`src/fqs_pkg.sv`:
```
// Shared types and codes for the FIFO queue with swap.
package fqs_pkg;

   typedef logic signed [31:0] word_type;

   localparam logic [1:0] FUNC_ENQUEUE = 2'd0;
   localparam logic [1:0] FUNC_DEQUEUE = 2'd1;
   localparam logic [1:0] FUNC_SWAP    = 2'd2;

   localparam logic [2:0] ST_OK      = 3'd0;
   localparam logic [2:0] ST_EMPTY   = 3'd1;
   localparam logic [2:0] ST_FULL    = 3'd2;
   localparam logic [2:0] ST_SAME    = 3'd3;
   localparam logic [2:0] ST_INVALID = 3'd4;

   typedef struct packed {
      logic [1:0] func;
      word_type   value;
      logic [3:0] index_a;
      logic [3:0] index_b;
   } req_type;

   typedef struct packed {
      logic [2:0] status;
      word_type   out_value;
      logic [4:0] fill_count;
   } rsp_type;

   typedef struct packed {
      logic    valid;
      rsp_type data;
   } result_type;

   typedef enum logic [4:0] {
      S_IDLE    = 5'b00001,
      S_DEQ     = 5'b00010,
      S_SWAP_RD = 5'b00100,
      S_SWAP_WR = 5'b01000,
      S_RESP    = 5'b10000
   } state_type;

endpackage

```
`src/fqs_ram.sv`:
```
// Entry storage: one write port, two registered read ports.
module fqs_ram #(
   parameter int DEPTH = 16,
   localparam int ADDR_W = $clog2(DEPTH)
) (
   input  logic                clock,
   input  logic                wr_en,
   input  logic [ADDR_W-1:0]   wr_addr,
   input  fqs_pkg::word_type   wr_data,
   input  logic                rd_en,
   input  logic [ADDR_W-1:0]   rd_addr_a,
   input  logic [ADDR_W-1:0]   rd_addr_b,
   output fqs_pkg::word_type   rd_data_a,
   output fqs_pkg::word_type   rd_data_b
);
   import fqs_pkg::*;

   word_type store_ff [DEPTH];
   word_type rd_data_a_ff;
   word_type rd_data_b_ff;

   always_ff @(posedge clock) begin
      if (wr_en) begin
         store_ff[wr_addr] <= wr_data;
      end
   end

   // hold read data until the next read
   always_ff @(posedge clock) begin
      if (rd_en) begin
         rd_data_a_ff <= store_ff[rd_addr_a];
         rd_data_b_ff <= store_ff[rd_addr_b];
      end
   end

   assign rd_data_a = rd_data_a_ff;
   assign rd_data_b = rd_data_b_ff;

endmodule

```
`src/fqs_ctrl.sv`:
```
// Sequencer: pointers, slot arithmetic and read-modify-write of the entry store.
module fqs_ctrl #(
   parameter int DEPTH = 16,
   localparam int ADDR_W = $clog2(DEPTH)
) (
   input  logic                 clock,
   input  logic                 reset,
   input  logic                 req_valid,
   output logic                 req_stall,
   input  fqs_pkg::req_type     req,
   input  logic                 rsp_free,
   output fqs_pkg::result_type  result,
   output logic                 wr_en,
   output logic [ADDR_W-1:0]    wr_addr,
   output fqs_pkg::word_type    wr_data,
   output logic                 rd_en,
   output logic [ADDR_W-1:0]    rd_addr_a,
   output logic [ADDR_W-1:0]    rd_addr_b,
   input  fqs_pkg::word_type    rd_data_a,
   input  fqs_pkg::word_type    rd_data_b
);
   import fqs_pkg::*;

   localparam int CNT_W = $clog2(DEPTH + 1);
   localparam int SUM_W = ((ADDR_W > 4) ? ADDR_W : 4) + 1;
   localparam logic [SUM_W-1:0]  DEPTH_S = SUM_W'(DEPTH);
   localparam logic [CNT_W-1:0]  DEPTH_C = CNT_W'(DEPTH);
   localparam logic [ADDR_W-1:0] LAST_A  = ADDR_W'(DEPTH - 1);

   state_type         state_ff, state_in;
   logic [ADDR_W-1:0] head_ff, head_in;
   logic [CNT_W-1:0]  count_ff, count_in;
   logic [2:0]        status_ff, status_in;
   word_type          value_ff, value_in;
   logic [ADDR_W-1:0] slot_a_ff, slot_a_in;
   logic [ADDR_W-1:0] slot_b_ff, slot_b_in;
   word_type          temp_ff, temp_in;

   logic [SUM_W-1:0]  head_s, count_s, pos_a, pos_b;
   logic [SUM_W-1:0]  sum_a, sum_b, sum_t;
   logic [ADDR_W-1:0] slot_a, slot_b, slot_t;
   logic              accept;

   // slot = (head + position) mod DEPTH; the sum stays below twice DEPTH
   assign head_s  = SUM_W'(head_ff);
   assign count_s = SUM_W'(count_ff);
   assign pos_a   = SUM_W'(req.index_a);
   assign pos_b   = SUM_W'(req.index_b);
   assign sum_a   = head_s + pos_a;
   assign sum_b   = head_s + pos_b;
   assign sum_t   = head_s + count_s;
   assign slot_a  = ADDR_W'((sum_a >= DEPTH_S) ? sum_a - DEPTH_S : sum_a);
   assign slot_b  = ADDR_W'((sum_b >= DEPTH_S) ? sum_b - DEPTH_S : sum_b);
   assign slot_t  = ADDR_W'((sum_t >= DEPTH_S) ? sum_t - DEPTH_S : sum_t);

   assign req_stall = (state_ff != S_IDLE);
   assign accept    = req_valid && !req_stall;

   always_comb begin
      state_in  = state_ff;
      head_in   = head_ff;
      count_in  = count_ff;
      status_in = status_ff;
      value_in  = value_ff;
      slot_a_in = slot_a_ff;
      slot_b_in = slot_b_ff;
      temp_in   = temp_ff;
      wr_en     = 1'b0;
      wr_addr   = slot_t;
      wr_data   = req.value;
      rd_en     = 1'b0;
      rd_addr_a = slot_a;
      rd_addr_b = slot_b;
      result.valid = 1'b0;
      result.data.status     = status_ff;
      result.data.out_value  = value_ff;
      result.data.fill_count = 5'(count_ff);

      case (state_ff)
         S_IDLE: begin
            if (accept) begin
               status_in = ST_OK;
               value_in  = '0;
               state_in  = S_RESP;
               case (req.func)
                  FUNC_ENQUEUE: begin
                     if (count_ff == DEPTH_C) begin
                        status_in = ST_FULL;
                     end else begin
                        wr_en    = 1'b1;
                        count_in = count_ff + 1'b1;
                     end
                  end
                  FUNC_DEQUEUE: begin
                     if (count_ff == '0) begin
                        status_in = ST_EMPTY;
                     end else begin
                        rd_en     = 1'b1;
                        rd_addr_a = head_ff;
                        head_in   = (head_ff == LAST_A) ? '0 : head_ff + 1'b1;
                        count_in  = count_ff - 1'b1;
                        state_in  = S_DEQ;
                     end
                  end
                  FUNC_SWAP: begin
                     if (req.index_a == req.index_b) begin
                        status_in = ST_SAME;
                     end else if (pos_a >= count_s || pos_b >= count_s) begin
                        status_in = ST_INVALID;
                     end else begin
                        rd_en     = 1'b1;
                        slot_a_in = slot_a;
                        slot_b_in = slot_b;
                        state_in  = S_SWAP_RD;
                     end
                  end
                  default: begin
                  end
               endcase
            end
         end
         S_DEQ: begin
            value_in = rd_data_a;
            state_in = S_RESP;
         end
         S_SWAP_RD: begin
            wr_en    = 1'b1;
            wr_addr  = slot_a_ff;
            wr_data  = rd_data_b;
            temp_in  = rd_data_a;
            state_in = S_SWAP_WR;
         end
         S_SWAP_WR: begin
            wr_en    = 1'b1;
            wr_addr  = slot_b_ff;
            wr_data  = temp_ff;
            state_in = S_RESP;
         end
         S_RESP: begin
            if (rsp_free) begin
               result.valid = 1'b1;
               state_in     = S_IDLE;
            end
         end
         default: begin
            state_in = S_IDLE;
         end
      endcase
   end

   always_ff @(posedge clock) begin
      if (reset) begin
         state_ff <= S_IDLE;
         head_ff  <= '0;
         count_ff <= '0;
      end else begin
         state_ff <= state_in;
         head_ff  <= head_in;
         count_ff <= count_in;
      end
   end

   always_ff @(posedge clock) begin
      status_ff <= status_in;
      value_ff  <= value_in;
      slot_a_ff <= slot_a_in;
      slot_b_ff <= slot_b_in;
      temp_ff   <= temp_in;
   end

endmodule

```
`src/fifo_queue_with_swap.sv`:
```
// Top level of the FIFO queue with swap: sequencer, entry store and response register.
//
// A queue of DEPTH signed 32-bit entries kept as a ring buffer in one
// synchronous memory (one write port, two registered read ports). Each
// request transfer carries one operation: enqueue, dequeue or swap of two
// positions counted from the head; each produces exactly one response
// transfer with a status, the dequeued value (zero otherwise) and the fill
// count after the operation. One request is handled at a time. An enqueue
// (one entry written) or a refused or rejected operation goes from
// acceptance straight to the response state; a dequeue (one memory read)
// first passes through a state that takes the read data, and a swap through
// write-back states for the first and then the second entry (both entries
// read together, then written back one per cycle over the single write
// port). A new request is taken as soon as the previous result has moved
// into the response register, even if that response is still stalled. The
// store needs no clearing after reset: only written entries are ever read.
module fifo_queue_with_swap #(
   parameter int DEPTH = 16
) (
   input  logic             clock,
   input  logic             reset,
   input  logic             req_valid,
   output logic             req_stall,
   input  fqs_pkg::req_type req,
   output logic             rsp_valid,
   input  logic             rsp_stall,
   output fqs_pkg::rsp_type rsp
);
   import fqs_pkg::*;

   localparam int ADDR_W = $clog2(DEPTH);

   result_type        result;
   logic              rsp_free;
   logic              rsp_valid_ff, rsp_valid_in;
   rsp_type           rsp_ff, rsp_in;

   logic              wr_en;
   logic [ADDR_W-1:0] wr_addr;
   word_type          wr_data;
   logic              rd_en;
   logic [ADDR_W-1:0] rd_addr_a;
   logic [ADDR_W-1:0] rd_addr_b;
   word_type          rd_data_a;
   word_type          rd_data_b;

   // the response register can take a result when empty or being drained
   assign rsp_free = !rsp_valid_ff || !rsp_stall;

   fqs_ctrl #(.DEPTH(DEPTH)) u_ctrl (
      .clock     (clock),
      .reset     (reset),
      .req_valid (req_valid),
      .req_stall (req_stall),
      .req       (req),
      .rsp_free  (rsp_free),
      .result    (result),
      .wr_en     (wr_en),
      .wr_addr   (wr_addr),
      .wr_data   (wr_data),
      .rd_en     (rd_en),
      .rd_addr_a (rd_addr_a),
      .rd_addr_b (rd_addr_b),
      .rd_data_a (rd_data_a),
      .rd_data_b (rd_data_b)
   );

   fqs_ram #(.DEPTH(DEPTH)) u_ram (
      .clock     (clock),
      .wr_en     (wr_en),
      .wr_addr   (wr_addr),
      .wr_data   (wr_data),
      .rd_en     (rd_en),
      .rd_addr_a (rd_addr_a),
      .rd_addr_b (rd_addr_b),
      .rd_data_a (rd_data_a),
      .rd_data_b (rd_data_b)
   );

   // load a finished result, drop the valid once the transfer completes,
   // hold everything while the consumer stalls
   always_comb begin
      rsp_valid_in = rsp_valid_ff;
      rsp_in       = rsp_ff;
      if (result.valid) begin
         rsp_valid_in = 1'b1;
         rsp_in       = result.data;
      end else if (!rsp_stall) begin
         rsp_valid_in = 1'b0;
      end
   end

   always_ff @(posedge clock) begin
      if (reset) begin
         rsp_valid_ff <= 1'b0;
      end else begin
         rsp_valid_ff <= rsp_valid_in;
      end
   end

   always_ff @(posedge clock) begin
      rsp_ff <= rsp_in;
   end

   assign rsp_valid = rsp_valid_ff;
   assign rsp       = rsp_ff;

endmodule

```
`config.mk`:
```
export PLATFORM = sky130hd
export DESIGN_NAME = fifo_queue_with_swap
export DESIGN_NICKNAME = d
export VERILOG_FILES = /design/src/fqs_pkg.sv /design/src/fqs_ram.sv /design/src/fqs_ctrl.sv /design/src/fifo_queue_with_swap.sv
export SDC_FILE = /design/constraint.sdc
export NUM_CORES = 1
export LEC_CHECK = 0
export BUFFER_PORTS_ARGS = -buffer_cell sky130_fd_sc_hd__buf_2
export CAP_MARGIN = 15
export CORE_MARGIN = 2
export CORE_UTILIZATION = 45
export DETAILED_ROUTE_END_ITERATION = 8
export GPL_ROUTABILITY_DRIVEN = 0
export PLACE_DENSITY = 0.61
export REMOVE_ABC_BUFFERS = 1
export SKIP_CTS_REPAIR_TIMING = 1
export SYNTH_ARGS = -nofsm -noshare
export SYNTH_HDL_FRONTEND = slang
export SYNTH_SLANG_ARGS = --single-unit
```
`constraint.sdc`:
```
create_clock -name clock -period 10.9 [get_ports clock]
set_input_delay 0.545 -clock clock [delete_from_list [all_inputs] [get_ports clock]]
set_output_delay 0.545 -clock clock [all_outputs]
set_load 0.02 [all_outputs]
```
# Word level (Yosys, flattened, before mapping)
# Memories as Yosys holds them, arrays and structs flattened. A register that Yosys moved wholly into a read port is not among the register bits.
# Index checks and enable logic that the tools add are counted.
[word_totals]
mem_bits_rw = 512
memories = 1
word_cells = 107
out_inout_bits = 42
reg_bits = 130
[classes]
addsub = 9
n_eq_ne = 16
n_reduce_logical = 18
magnitude_cmp = 5
mux = 43
bitwise = 3
[memory_table]
columns = ["name", "words", "word_bits", "rd", "rd_ports_with_merged_regs", "write_ports", "line", "rtl"]
rows = [
  ["u_ram.store_ff", 16, 32, 2, 2, 1, "fqs_ram.sv:18", "word_type store_ff [DEPTH];"],
]
[ops]
columns = ["op", "count"]
rows = [
  ["case mux 32 bit (2 select lines)", 2],
  ["two-way mux 5 bit", 7],
  ["two-way mux 32 bit", 1],
  ["two-way mux 4 bit", 8],
  ["case mux 5 bit (2 select lines)", 2],
  ["case mux 5 bit (4 select lines)", 1],
  [">= comparator 5 bit, second input constant", 3],
  ["two-way mux 1 bit", 15],
  ["subtractor 4 x 1 -> 4 bit, second input constant", 3],
  ["adder 4 x 4 -> 5 bit", 2],
  ["== test 5 bit, second input constant", 2],
  [">= comparator 4 x 5 -> 1 bit", 2],
  ["AND reduction 5 bit", 2],
  ["case mux 3 bit (3 select lines)", 1],
  ["case mux 4 bit (2 select lines)", 1],
  ["two-way mux 3 bit", 2],
  ["inequality test 2 bit, second input constant", 3],
  ["AND reduction 2 bit", 3],
  ["adder 4 x 5 -> 5 bit", 1],
  ["adder 5 x 1 -> 5 bit, second input constant", 1],
  ["== test 5 x 1 -> 1 bit, second input constant", 1],
  ["== test 5 x 2 -> 1 bit, second input constant", 1],
  ["== test 5 x 3 -> 1 bit, second input constant", 1],
  ["== test 5 x 4 -> 1 bit, second input constant", 1],
  ["19 further kinds", 28],
]

# Logic depth before layout (Yosys ltp)
# Gate-level depths: netlist (run 1).
[logic_depth]
depth_word = 7
ltp_mapped = 12
ltp_nobuf = 11

# Modules after synthesis
# Synthesis (run 1) repeated with hierarchy kept, for this count alone.
[unflattened]
cells_unflattened = 1599
area_unflattened_um2 = 30717.0
[modules_own_cells]
columns = ["mod", "area_per_inst_um2", "seq_area_each_um2", "n_inst", "cells_each"]
rows = [
  ["fqs_ram", 24843.8, 17296.6, 1, 1141],
  ["fqs_ctrl", 4639.4, 2532.4, 1, 414],
  ["fifo_queue_with_swap", 1233.7, 1221.2, 1, 44],
]

# Worst setup path after synthesis (run 1)
# Ideal clock, no wire load.
[synth_timing]
path_type = "input-to-reg"
start = "in req[0] (netlist bit)"
end = "reg u_ram.rd_data_a_ff[0], in the netlist u_ram.rd_data_a[0], read port of u_ram.store_ff (enable)"
slack_ns = 5.544
arrival_time_ns = 4.848
t_required_ns = 10.393
cell_stages = 9
setup_ns = 0.507
n_path_buf = 0
cell_sequence = "inv_1 -> ha_1 -> nand2b_1 -> a21oi_1 -> nor2b_1 -> o21ai_0 -> a31oi_1 -> or2_2 -> a21oi_1"
[synth_between]
elab_chain_len = 7
elab_cells_between_ends = 8
[synth_lines]
columns = ["element", "line", "rtl"]
rows = [
  ["from (decl)", "fifo_queue_with_swap.sv:24", "input fqs_pkg::req_type req,"],
  [">= comparator 4 x 5 -> 1 bit", "fqs_ctrl.sv:108", "end else if (pos_a >= count_s || pos_b >= count_s) begin"],
  ["logical OR 1 bit", "fqs_ctrl.sv:108", ""],
  ["two-way mux 1 bit", "fqs_ctrl.sv:108", ""],
  ["two-way mux 1 bit (*)", "fqs_ctrl.sv:106", "if (req.index_a == req.index_b) begin"],
  ["case mux 1 bit (2 select lines) (*)", "fqs_ctrl.sv:85", "case (req.func)"],
  ["two-way mux 1 bit (*)", "fqs_ctrl.sv:81", "if (accept) begin"],
  ["two-way mux 1 bit (*)", "fqs_ctrl.sv:79", "case (state_ff)"],
  ["named net rd_en", "fifo_queue_with_swap.sv:41", "logic rd_en;"],
  ["to (decl)", "fqs_ram.sv:19", "word_type rd_data_a_ff;"],
]
# Mark *: on every way through the listed nets, which the timed path passes. The rest lies on a longest branch.
# A chain may end at the register's enable or synchronous reset.

# Final worst setup path (run 1)
[layout_timing]
start = "reg u_ctrl.head_ff[0]"
end = "reg u_ram.rd_data_a_ff[14], in the netlist u_ram.rd_data_a[14], read port of u_ram.store_ff, data pin"
[layout_between]
elab_chain_len = 7
elab_cells_between_ends = 8
[layout_lines]
columns = ["element", "line", "rtl"]
rows = [
  ["from (decl)", "fqs_ctrl.sv:31", "logic [ADDR_W-1:0] head_ff, head_in;"],
  ["from (signal assigned)", "fqs_ctrl.sv:158", "head_ff <= head_in;"],
  ["adder 4 x 4 -> 5 bit (*)", "fqs_ctrl.sv:49", "assign sum_a = head_s + pos_a;"],
  ["subtractor 4 x 1 -> 4 bit / >= comparator 5 bit (equally long branches)", "fqs_ctrl.sv:52", "assign slot_a = ADDR_W'((sum_a >= DEPTH_S) ? sum_a - DEPTH_S : sum_a);"],
  ["two-way mux 4 bit (*)", "fqs_ctrl.sv:52", ""],
  ["named net u_ctrl.slot_a[1]", "fqs_ctrl.sv:41", "logic [ADDR_W-1:0] slot_a, slot_b, slot_t;"],
  ["two-way mux 4 bit", "fqs_ctrl.sv:95", "if (count_ff == '0) begin"],
  ["two-way mux 4 bit", "fqs_ctrl.sv:85", ""],
  ["two-way mux 4 bit", "fqs_ctrl.sv:81", ""],
  ["two-way mux 4 bit (*)", "fqs_ctrl.sv:79", ""],
]
# Marked as above.

==> impl_summary.txt, run 1 <==
----------------------------------------------------
[Power]
  Static Leakage ... 12.94 nW
  Total power density per cell area ... 166.7 nW/um^2
  Maximum resistive drop on vdd ... 0.0001019 V
  Final total power ... 0.006432 W

[Synth]
  Synth Area per Inst ... 13.19 sq um
  Number of enable-type register cells in the synthesized netlist ... 691
  Primary FF master, synth ... sky130_fd_sc_hd__edfxtp_1
  Complex-gate fraction of the synthesized area ... 0.1159
  Async S/R FF share, synth ... 0
  Cell area after synthesis ... 34330 sq um
  Area share of fa/ha/maj cells after synthesis ... 0.01144
  Synthesis-stage register bit count ... 706
  Synthesized-area fraction occupied by xor and xnor cells ... 0.005102
  Count of unique library cells instantiated by Yosys ... 61
  Yosys synthesis warning count ... 0
  Post-Synth Simple-Gate Area ... 0.1091
  Dominant combinational cell family by area after synthesis ... multiplexers
  Synthesized netlist cell count ... 2602
  Multiplexer share of the synthesized area ... 0.1172
  Sequential element share of the synthesized area ... 0.6131

[Floorplanning]
  Site Rows ... 101
  Total I/O pin count ... 88
  Vert. Die Dim ... 280.2 microns
  Horizontal die dimension ... 280.2 microns
  Die Outline Area ... 78520 sq um
  Area of the core ... 75700 sq um
  Initial core utilization ... 0.4535

[Clock network]
  Clk buf depth ... 3
  Level count of the clock H-tree ... 3
  Source-to-sink clock delay at the later pin of the worst-skew pair ... 0.64 ns
  CTS sink count ... 706
  Clock slew at the register clock pins of the worst setup and hold paths ... 0.06 ns
  Number of buffers inserted during clock tree synthesis ... 77
  Clock tree from TritonCTS ... done
  Clock root cell ... sky130_fd_sc_hd__clkbuf_16

[Cells and area]
  Area occupied by multi-input gates ... 12690 sq um
  Share of layout cells above drive strength 1 ... 0.1712
  Footprint of the flip-flops and latches ... 21060 sq um
  Filler Cell Count ... 6288
  Count of nets after finishing ... 2692
  Syn-to-layout area delta ... 12.35%

[Timing]
  Transition time at the pin with the least slew margin ... 1.161 ns
  Setup violations, final ... 0
  Fin Clk Skew ... 0.03055 ns
  Setup TNS after final layout ... 0 ns
  Max-Slew Margin vs Limit ... 0.2262
  Max Slew Vio Count ... 0
  Fin crit period ... 4.888 ns
  Maximum achievable frequency ... 204.6 MHz
  Hold WS ... 0.2226 ns
  Crit share post-route ... 0.4485
  Final number of hold-violating endpoints ... 0
  Unrepaired setup endpoints after global routing ... false

[Worst setup path]
  Arr. time, crit path ... 5.24 ns
  Nature of the critical path endpoint ... register
  Reg-to-reg endpoint ... u_ram.rd_data_a[14]
  Critical path peak fanout ... 70
  Launching element type of the critical path ... register
  Category of the critical setup timing path ... reg2reg
  Reg-to-reg slack, setup ... 6.01 ns
  Worst r2r path cells ... 10
  Worst reg2reg path startpoint ... u_ctrl.head_ff[0]
  Required time reported for the critical path endpoint ... 11.25 ns

[Detailed routing]
  WL final ... 103000 microns
  Wire length per cell after detailed routing ... 28.18 microns
  1st-pass router iterations ... 6
  Number of DRC markers after the initial detailed-route iteration ... 2679
  Final ANT Viol Nets ... 0
  Vias per cell ... 6.520
  DRC violation count after routing ... 0
  Via count ... 23824

[Hold path]
  Worst hold path endpoint ... rsp_valid
  Instance count along the most critical hold path ... 3
  Worst min-delay path class ... in2reg
  Hold wc startpoint ... rsp_stall

[Global routing]
  Aggregate global-route resource usage ... 0.2602
  Global route overflow ... 0
  First-pass GRT wire length ... 151700 microns
  Initial antenna violation count ... 3
  Largest net degree at the start of global routing ... 98
  Vias in the first global route ... 23868

[Placement]
  Port Buffer Count ... 87
  Final HPWL DP ... 55540 microns

[Outcome]
  Run status ... finished, final reports clean

[Job]
  Max capacitance violation total ... 0

----------------------------------------------------
[stage by stage]
stage	std cells	utilization	area, sq um	setup WS (ns)
after floorplan	2390	-	33440	1.119
after global placement	3515	0.4749	35950	6.109
after detailed placement	3516	0.4752	35970	6.011
after CTS	3653	0.5095	38570	6.089
after global routing	3653	0.5095	38570	5.898
final	3654	0.5096	38570	6.012
[registers in the layout, summed over array words and instances (netlist names), 5 cells and up]
signal           cells
rsp                 40
u_ctrl.value_ff     32
u_ctrl.temp_ff      32
u_ctrl.count_ff      5
u_ram.rd_data_b     32
u_ram.rd_data_a     32
u_ram.store_ff     512
u_ctrl.state_ff      5
[worst max-delay path: stages, from the launching register on]
cell	delay (ns)
sky130_fd_sc_hd__dfxtp_4	0.52
sky130_fd_sc_hd__ha_4	0.26
sky130_fd_sc_hd__fa_4	0.74
sky130_fd_sc_hd__buf_4	0.65
sky130_fd_sc_hd__buf_4	0.83
sky130_fd_sc_hd__mux2i_4	0.34
sky130_fd_sc_hd__buf_4	0.40
sky130_fd_sc_hd__a211oi_1	0.33
sky130_fd_sc_hd__nor2_1	0.07
sky130_fd_sc_hd__a32oi_1	0.27
sky130_fd_sc_hd__o41ai_2	0.12
[layout make-up]
cell class                      instances  area share
Timing Repair Buffer                  148     0.02400
Antenna cell                            1  0.00006487
Clock buffer                           97     0.05599
Tap cell                              978     0.03172
Multi-Input combinational cell       1664      0.3290
Inverter                               20    0.001946
Sequential cell                       706      0.5459
Clock inverter                         40     0.01135
[report_power, final]
part | total (W) | switching, W | leakage [nW] | internal, W
combinational | 0.000676 | 0.000433 | 5.30 | 0.000243
sequential | 0.00305 | 0.0000194 | 6.37 | 0.00303
clock | 0.00270 | 0.00107 | 1.27 | 0.00163
[how the worst max path moves through the flow]
stage                       startpoint                    to  slack, ns  depth (start not counted)
floorplan           u_ctrl.state_ff[0]  u_ram.store_ff[1][0]       1.12                          6
global placement                req[0]   u_ram.rd_data_b[28]       6.11                          9
detailed placement              req[4]   u_ram.rd_data_a[14]       6.01                         11
CTS                  u_ctrl.head_ff[0]   u_ram.rd_data_a[31]       6.09                          9
global route         u_ctrl.head_ff[0]   u_ram.rd_data_a[11]       5.90                         11
finish               u_ctrl.head_ff[0]   u_ram.rd_data_a[14]       6.01                         10
[layout by cell type, fill, tap and decap left out, types with 56 or more instances in the layout]
cell                        instances
sky130_fd_sc_hd__edfxtp_1         691
sky130_fd_sc_hd__nand2_1          357
sky130_fd_sc_hd__a21oi_1          171
sky130_fd_sc_hd__nor2_1           137
sky130_fd_sc_hd__mux4_2           128
sky130_fd_sc_hd__mux2i_1          112
sky130_fd_sc_hd__a211oi_1         100
sky130_fd_sc_hd__nand3_1           94
sky130_fd_sc_hd__buf_2             87
sky130_fd_sc_hd__clkbuf_16         83
sky130_fd_sc_hd__buf_4             59
sky130_fd_sc_hd__and2_1            58
sky130_fd_sc_hd__nor3_1            56
[per-layer routing]
layer | wire [microns] | global-route usage | vias up
li1 | - | - | 10165
met1 | 41400 | 0.3496 | 12080
met2 | 48390 | 0.4188 | 1320
met3 | 9188 | 0.04338 | 259
met4 | 3986 | 0.1134 | 0
met5 | 0 | 0 | -
[cell usage after synthesis, types with 5 or more instances]
master                      instances  area [sq um]
sky130_fd_sc_hd__and3_1            44         275.3
sky130_fd_sc_hd__nor3b_1            5         37.54
sky130_fd_sc_hd__a2111oi_0         24         210.2
sky130_fd_sc_hd__nor2b_1           39         244.0
sky130_fd_sc_hd__a22oi_1           44         330.3
sky130_fd_sc_hd__o21bai_1          22         165.2
sky130_fd_sc_hd__nand2b_1           8         50.05
sky130_fd_sc_hd__nor2_1           151         566.8
sky130_fd_sc_hd__nand3_1           94         470.5
sky130_fd_sc_hd__a21oi_1          173         865.8
sky130_fd_sc_hd__ha_1              25         312.8
sky130_fd_sc_hd__a31oi_1           11         68.82
sky130_fd_sc_hd__a32o_1            23         230.2
sky130_fd_sc_hd__a32oi_1           30         262.8
sky130_fd_sc_hd__dfxtp_1           15         300.3
sky130_fd_sc_hd__o21ai_0           26         130.1
sky130_fd_sc_hd__a31o_1             5         43.79
sky130_fd_sc_hd__xor2_1             9         78.83
sky130_fd_sc_hd__inv_1             20         75.07
sky130_fd_sc_hd__buf_1             24         90.09
sky130_fd_sc_hd__a311oi_1          23         201.4
sky130_fd_sc_hd__xnor2_1           11         96.34
sky130_fd_sc_hd__buf_4              8         60.06
sky130_fd_sc_hd__nand2_1          357          1340
sky130_fd_sc_hd__a211oi_1         100         750.7
sky130_fd_sc_hd__clkbuf_1         142         533.0
sky130_fd_sc_hd__edfxtp_1         691         20750
sky130_fd_sc_hd__nor3_1            56         280.3
sky130_fd_sc_hd__o41ai_2           22         357.8
sky130_fd_sc_hd__a21o_1             6         45.04
sky130_fd_sc_hd__buf_2             35         175.2
sky130_fd_sc_hd__a22o_1             8         70.07
sky130_fd_sc_hd__and2_1            58         362.9
sky130_fd_sc_hd__mux4_2           128          2883
sky130_fd_sc_hd__mux2i_1          114          1141
sky130_fd_sc_hd__a211o_1            5         43.79
[cells by family (layout without fill, tap and decap cells)]
logic type | after synthesis | count (layout)
muxes | 242 | 242
xor gates and xnor gates | 20 | 20
DFF | 706 | 706
buffers and inverters | 232 | 305
adders and majority gates | 29 | 29
AOI/OAI and AO/OA | 545 | 545
and+or+nand+nor | 828 | 828
other | 0 | 1
No activity file was read; power rests on OpenSTA's default activity.
==> inputs of run 2 (changes only) <==
--- a/config.mk
+++ b/config.mk
@@ -5,6 +5,7 @@
 export SDC_FILE = /design/constraint.sdc
 export NUM_CORES = 1
 export LEC_CHECK = 0
+export ABC_AREA = 1
 export BUFFER_PORTS_ARGS = -buffer_cell sky130_fd_sc_hd__buf_2
 export CAP_MARGIN = 15
 export CORE_MARGIN = 2
==> constraint.sdc (replaced) <==
create_clock -name clock -period 4.6 [get_ports clock]
set_input_delay 0.23 -clock clock [delete_from_list [all_inputs] [get_ports clock]]
set_output_delay 0.23 -clock clock [all_outputs]
set_load 0.02 [all_outputs]
==> impl_summary.txt, run 2 <==
----------------------------------------------------
[Outcome]
  Run status ... finished, final reports clean

[Clock network]
  Number of buffers inserted during clock tree synthesis ... 78 (+1.3%)
  Source-to-sink clock delay at the later pin of the worst-skew pair ... 0.63 ns (about the same)
  Clk buf depth ... 3 (unchanged)
  CTS sink count ... 706 (unchanged)
  Clock slew at the register clock pins of the worst setup and hold paths ... 0.06 ns (about the same)
  Level count of the clock H-tree ... 3 (unchanged)
  Clock tree from TritonCTS ... done
  Clock root cell ... sky130_fd_sc_hd__clkbuf_16

[Synth]
  Proportion of netlist area held by the largest area contributor ... 0.5968 (-0.007548)
  Area leader, netlist ... sky130_fd_sc_hd__edfxtp_1
  Number of enable-type register cells in the synthesized netlist ... 691 (unchanged)
  Synth Area per Inst ... 9.535 sq um (-28%)
  Async S/R FF share, synth ... 0 (unchanged)
  Sequential element share of the synthesized area ... 0.6055 (-0.007657)
  Count of unique library cells instantiated by Yosys ... 36 (-41%)
  Synthesized netlist cell count ... 3646 (+40%)
  Cell area after synthesis ... 34770 sq um (+1.3%)
  Synthesis-stage register bit count ... 706 (unchanged)
  Area contributors post-synth ... sky130_fd_sc_hd__edfxtp_1 (60%), sky130_fd_sc_hd__nand3_1 (11%), sky130_fd_sc_hd__inv_1 (6.3%), sky130_fd_sc_hd__nand2_1 (6.0%), sky130_fd_sc_hd__a21oi_1 (3.9%)
  Commonest cells post-synth ... sky130_fd_sc_hd__nand3_1 (763), sky130_fd_sc_hd__edfxtp_1 (691), sky130_fd_sc_hd__inv_1 (588)
  Yosys synthesis warning count ... 0 (unchanged)
  Most repeated cell in the gate-level netlist after synthesis ... sky130_fd_sc_hd__nand3_1
  Primary FF master, synth ... sky130_fd_sc_hd__edfxtp_1

[Placement]
  Final HPWL DP ... 53990 microns (-2.8%)
  Inst Count DP ... 4595 (+31%)
  Port Buffer Count ... 87 (unchanged)

[Cells and area]
  Largest Register ... u_ram.store_ff
  Area occupied by multi-input gates ... 10610 sq um (-16%)
  Share of layout cells above drive strength 1 ... 0.08895 (-0.08227)
  Final non-filler cell total ... 4740 (+30%)
  Footprint of the flip-flops and latches ... 21050 sq um (about the same)
  Most common library cell in the layout ignoring fill and taps ... sky130_fd_sc_hd__nand3_1
  Antenna Cells ... 0 (-1)
  Count of nets after finishing ... 3722 (+38%)
  Max FFs per register ... 512 (unchanged)
  Filler Cell Count ... 6893 (+9.6%)
  Highest-count cells in the layout ignoring fill and taps ... sky130_fd_sc_hd__nand3_1 (763), sky130_fd_sc_hd__edfxtp_1 (691), sky130_fd_sc_hd__inv_1 (585), sky130_fd_sc_hd__nand2_1 (554), sky130_fd_sc_hd__a21oi_1 (266)
  Syn-to-layout area delta ... 13.10%

[Global routing]
  Largest net degree at the start of global routing ... 157 (+60%)
  Vias in the first global route ... 24850 (+4.1%)
  Aggregate global-route resource usage ... 0.2569 (-0.003323)
  First-pass GRT wire length ... 153300 microns (+1.1%)
  Initial antenna violation count ... 0 (-3)
  Global route overflow ... 0 (unchanged)

[Power]
  Clock network fraction of design power ... 0.411 (-0.009)
  Seq pwr share ... 0.447 (-0.028)
  Maximum resistive drop on vdd ... 0.0003310 V (+220%)
  Internal power of the cells ... 0.01196 W (+140%)
  Total power density per cell area ... 412.8 nW/um^2 (+150%)
  Switching Fraction ... 0.2631 (+0.02624)
  Final total power ... 0.01623 W (+150%)
  Static Leakage ... 16.09 nW (+24%)
  Comb pwr share ... 0.142 (+0.037)
  Sw power ... 0.004270 W (+180%)

[Floorplanning]
  Horizontal die dimension ... 282.0 microns (+0.62%)
  Total I/O pin count ... 88 (unchanged)
  Vert. Die Dim ... 282.0 microns (+0.62%)
  Die Outline Area ... 79500 sq um (+1.2%)
  Area of the core ... 76200 sq um (+0.67%)
  Site Rows ... 101 (unchanged)
  Initial core utilization ... 0.4562 (+0.002689)

[Hold path]
  Worst hold path endpoint ... u_ctrl.state_ff[4]
  Hold wc startpoint ... req_valid
  Worst min-delay path class ... in2reg
  Instance count along the most critical hold path ... 5 (+2)

[Worst setup path]
  Launching element type of the critical path ... register
  Required time reported for the critical path endpoint ... 4.90 ns (-6.35 ns)
  Nature of the critical path endpoint ... register
  Arr. time, crit path ... 3.63 ns (-1.61 ns)
  Critical path peak fanout ... 20 (-71%)
  Reg-to-reg slack, setup ... 1.27 ns (-4.74 ns)
  Category of the critical setup timing path ... reg2reg
  Worst reg2reg path startpoint ... u_ctrl.state_ff[1]
  Worst r2r path cells ... 10 (unchanged)
  Reg-to-reg endpoint ... u_ram.store_ff[2][27]

[Timing]
  Max Slew Vio Count ... 0 (unchanged)
  Crit share post-route ... 0.7237 (+0.2753)
  Maximum achievable frequency ... 300.4 MHz (+47%)
  Max-Slew Margin vs Limit ... 0.2069 (-0.01936)
  Fin Clk Skew ... 0.03151 ns (+0.0009591 ns)
  Transition time at the pin with the least slew margin ... 1.190 ns (+0.02903 ns)
  Final number of hold-violating endpoints ... 0 (unchanged)
  Fin crit period ... 3.329 ns (-1.559 ns)
  Hold WS ... 0.02543 ns (-0.1971 ns)
  Unrepaired setup endpoints after global routing ... false
  Setup violations, final ... 0 (unchanged)

[Detailed routing]
  WL final ... 102300 microns (-0.62%)
  1st-pass router iterations ... 7 (+1)
  Via count ... 26643 (+12%)
  DRC violation count after routing ... 0 (unchanged)
  Vias per cell ... 5.621 (-14%)
  Number of DRC markers after the initial detailed-route iteration ... 2935 (+9.6%)
  Wire length per cell after detailed routing ... 21.59 microns (-23%)
  Final ANT Viol Nets ... 0 (unchanged)

[Job]
  Max capacitance violation total ... 0 (unchanged)

----------------------------------------------------
run 2: cell types whose count changed in the layout (fill, tap and decap cells not counted), sizes merged, moves of 82 or more:
cell    before  now
a21oi      174  268
mux4       128    0
nand2      357  558
o21ai       27  269
mux2i      114   32
inv         19  595
nand3       94  765
a211oi     100    1
run 2: worst max-delay path by stage:
stage / from / to / slack, ns / cells past startpoint
floorplan: u_ctrl.state_ff[2] / u_ram.rd_data_a[0] / -4.85 / 10
global placement: u_ctrl.head_ff[0] / u_ram.rd_data_b[20] / 1.31 / 8
detailed placement: u_ctrl.head_ff[0] / u_ram.rd_data_b[20] / 1.35 / 8
CTS: u_ctrl.state_ff[1] / u_ram.store_ff[10][7] / 1.31 / 10
global route: u_ctrl.state_ff[0] / u_ram.store_ff[2][27] / 1.10 / 9
finish: u_ctrl.state_ff[1] / u_ram.store_ff[2][27] / 1.27 / 10
run 2: kinds of logic after synthesis:
| kind of cell | after synthesis | synth area share |
|---|---|---|
| buffers and inverters | 841 | 0.09670 |
| muxes | 32 | 0.009213 |
| AOI/OAI and AO/OA | 607 | 0.09098 |
| and+or+nand+nor | 1416 | 0.1825 |
| adders and majority gates | 29 | 0.01130 |
| DFF | 706 | 0.6055 |
| xor gates and xnor gates | 15 | 0.003779 |
run 2: final cells by class:
class                      instances  share of cell area
inverter                         593             0.05667
clock inverter                    48             0.01585
tap                             1030             0.03278
timing repair buffer             169             0.03577
clock buffer                      95             0.05368
sequential                       706              0.5354
multi-input combinational       2099              0.2699
run 2: critical path, stage by stage (launching register included):
cell                       delay (ns)
sky130_fd_sc_hd__dfxtp_1         0.33
sky130_fd_sc_hd__nor2_1          0.17
sky130_fd_sc_hd__nand4_1         0.18
sky130_fd_sc_hd__clkinv_2        0.32
sky130_fd_sc_hd__buf_4           0.40
sky130_fd_sc_hd__a22o_1          0.19
sky130_fd_sc_hd__nor2_1          0.07
sky130_fd_sc_hd__inv_1           0.08
sky130_fd_sc_hd__nand3_1         0.31
sky130_fd_sc_hd__nor2_4          0.63
sky130_fd_sc_hd__buf_12          0.30
run 2: layer usage:
layer  global-route usage  vias to the layer above  share of wire
li1                     -                    12450              -
met5                    0                        -              0
met4              0.08552                        0          0.028
met1               0.3651                    12800           0.43
met2               0.4017                     1205           0.45
met3              0.04185                      188          0.090
run 2: power groups by stage:
stage	combinational (W)	sequential, W	clock, W
floorplan	0.00154	0.00740	0
global placement	0.00225	0.00739	0
detailed placement	0.00227	0.00739	0
CTS	0.00227	0.00726	0.00676
global route	0.00253	0.00726	0.00700
finish	0.00230	0.00726	0.00667
run 2: metrics by stage:
stage / util / cell area [sq um] / setup TNS [ns] / worst slack (ns)
3_5_place_dp: 0.4798 / 36570 / 0 / 1.345
3_3_place_gp: 0.4798 / 36570 / 0 / 1.307
6_report: 0.5160 / 39320 / 0 / 1.271
5_1_grt: 0.5160 / 39320 / 0 / 1.101
4_1_cts: 0.5157 / 39300 / 0 / 1.313
2_1_floorplan: - / 33630 / -497.21 / -4.846
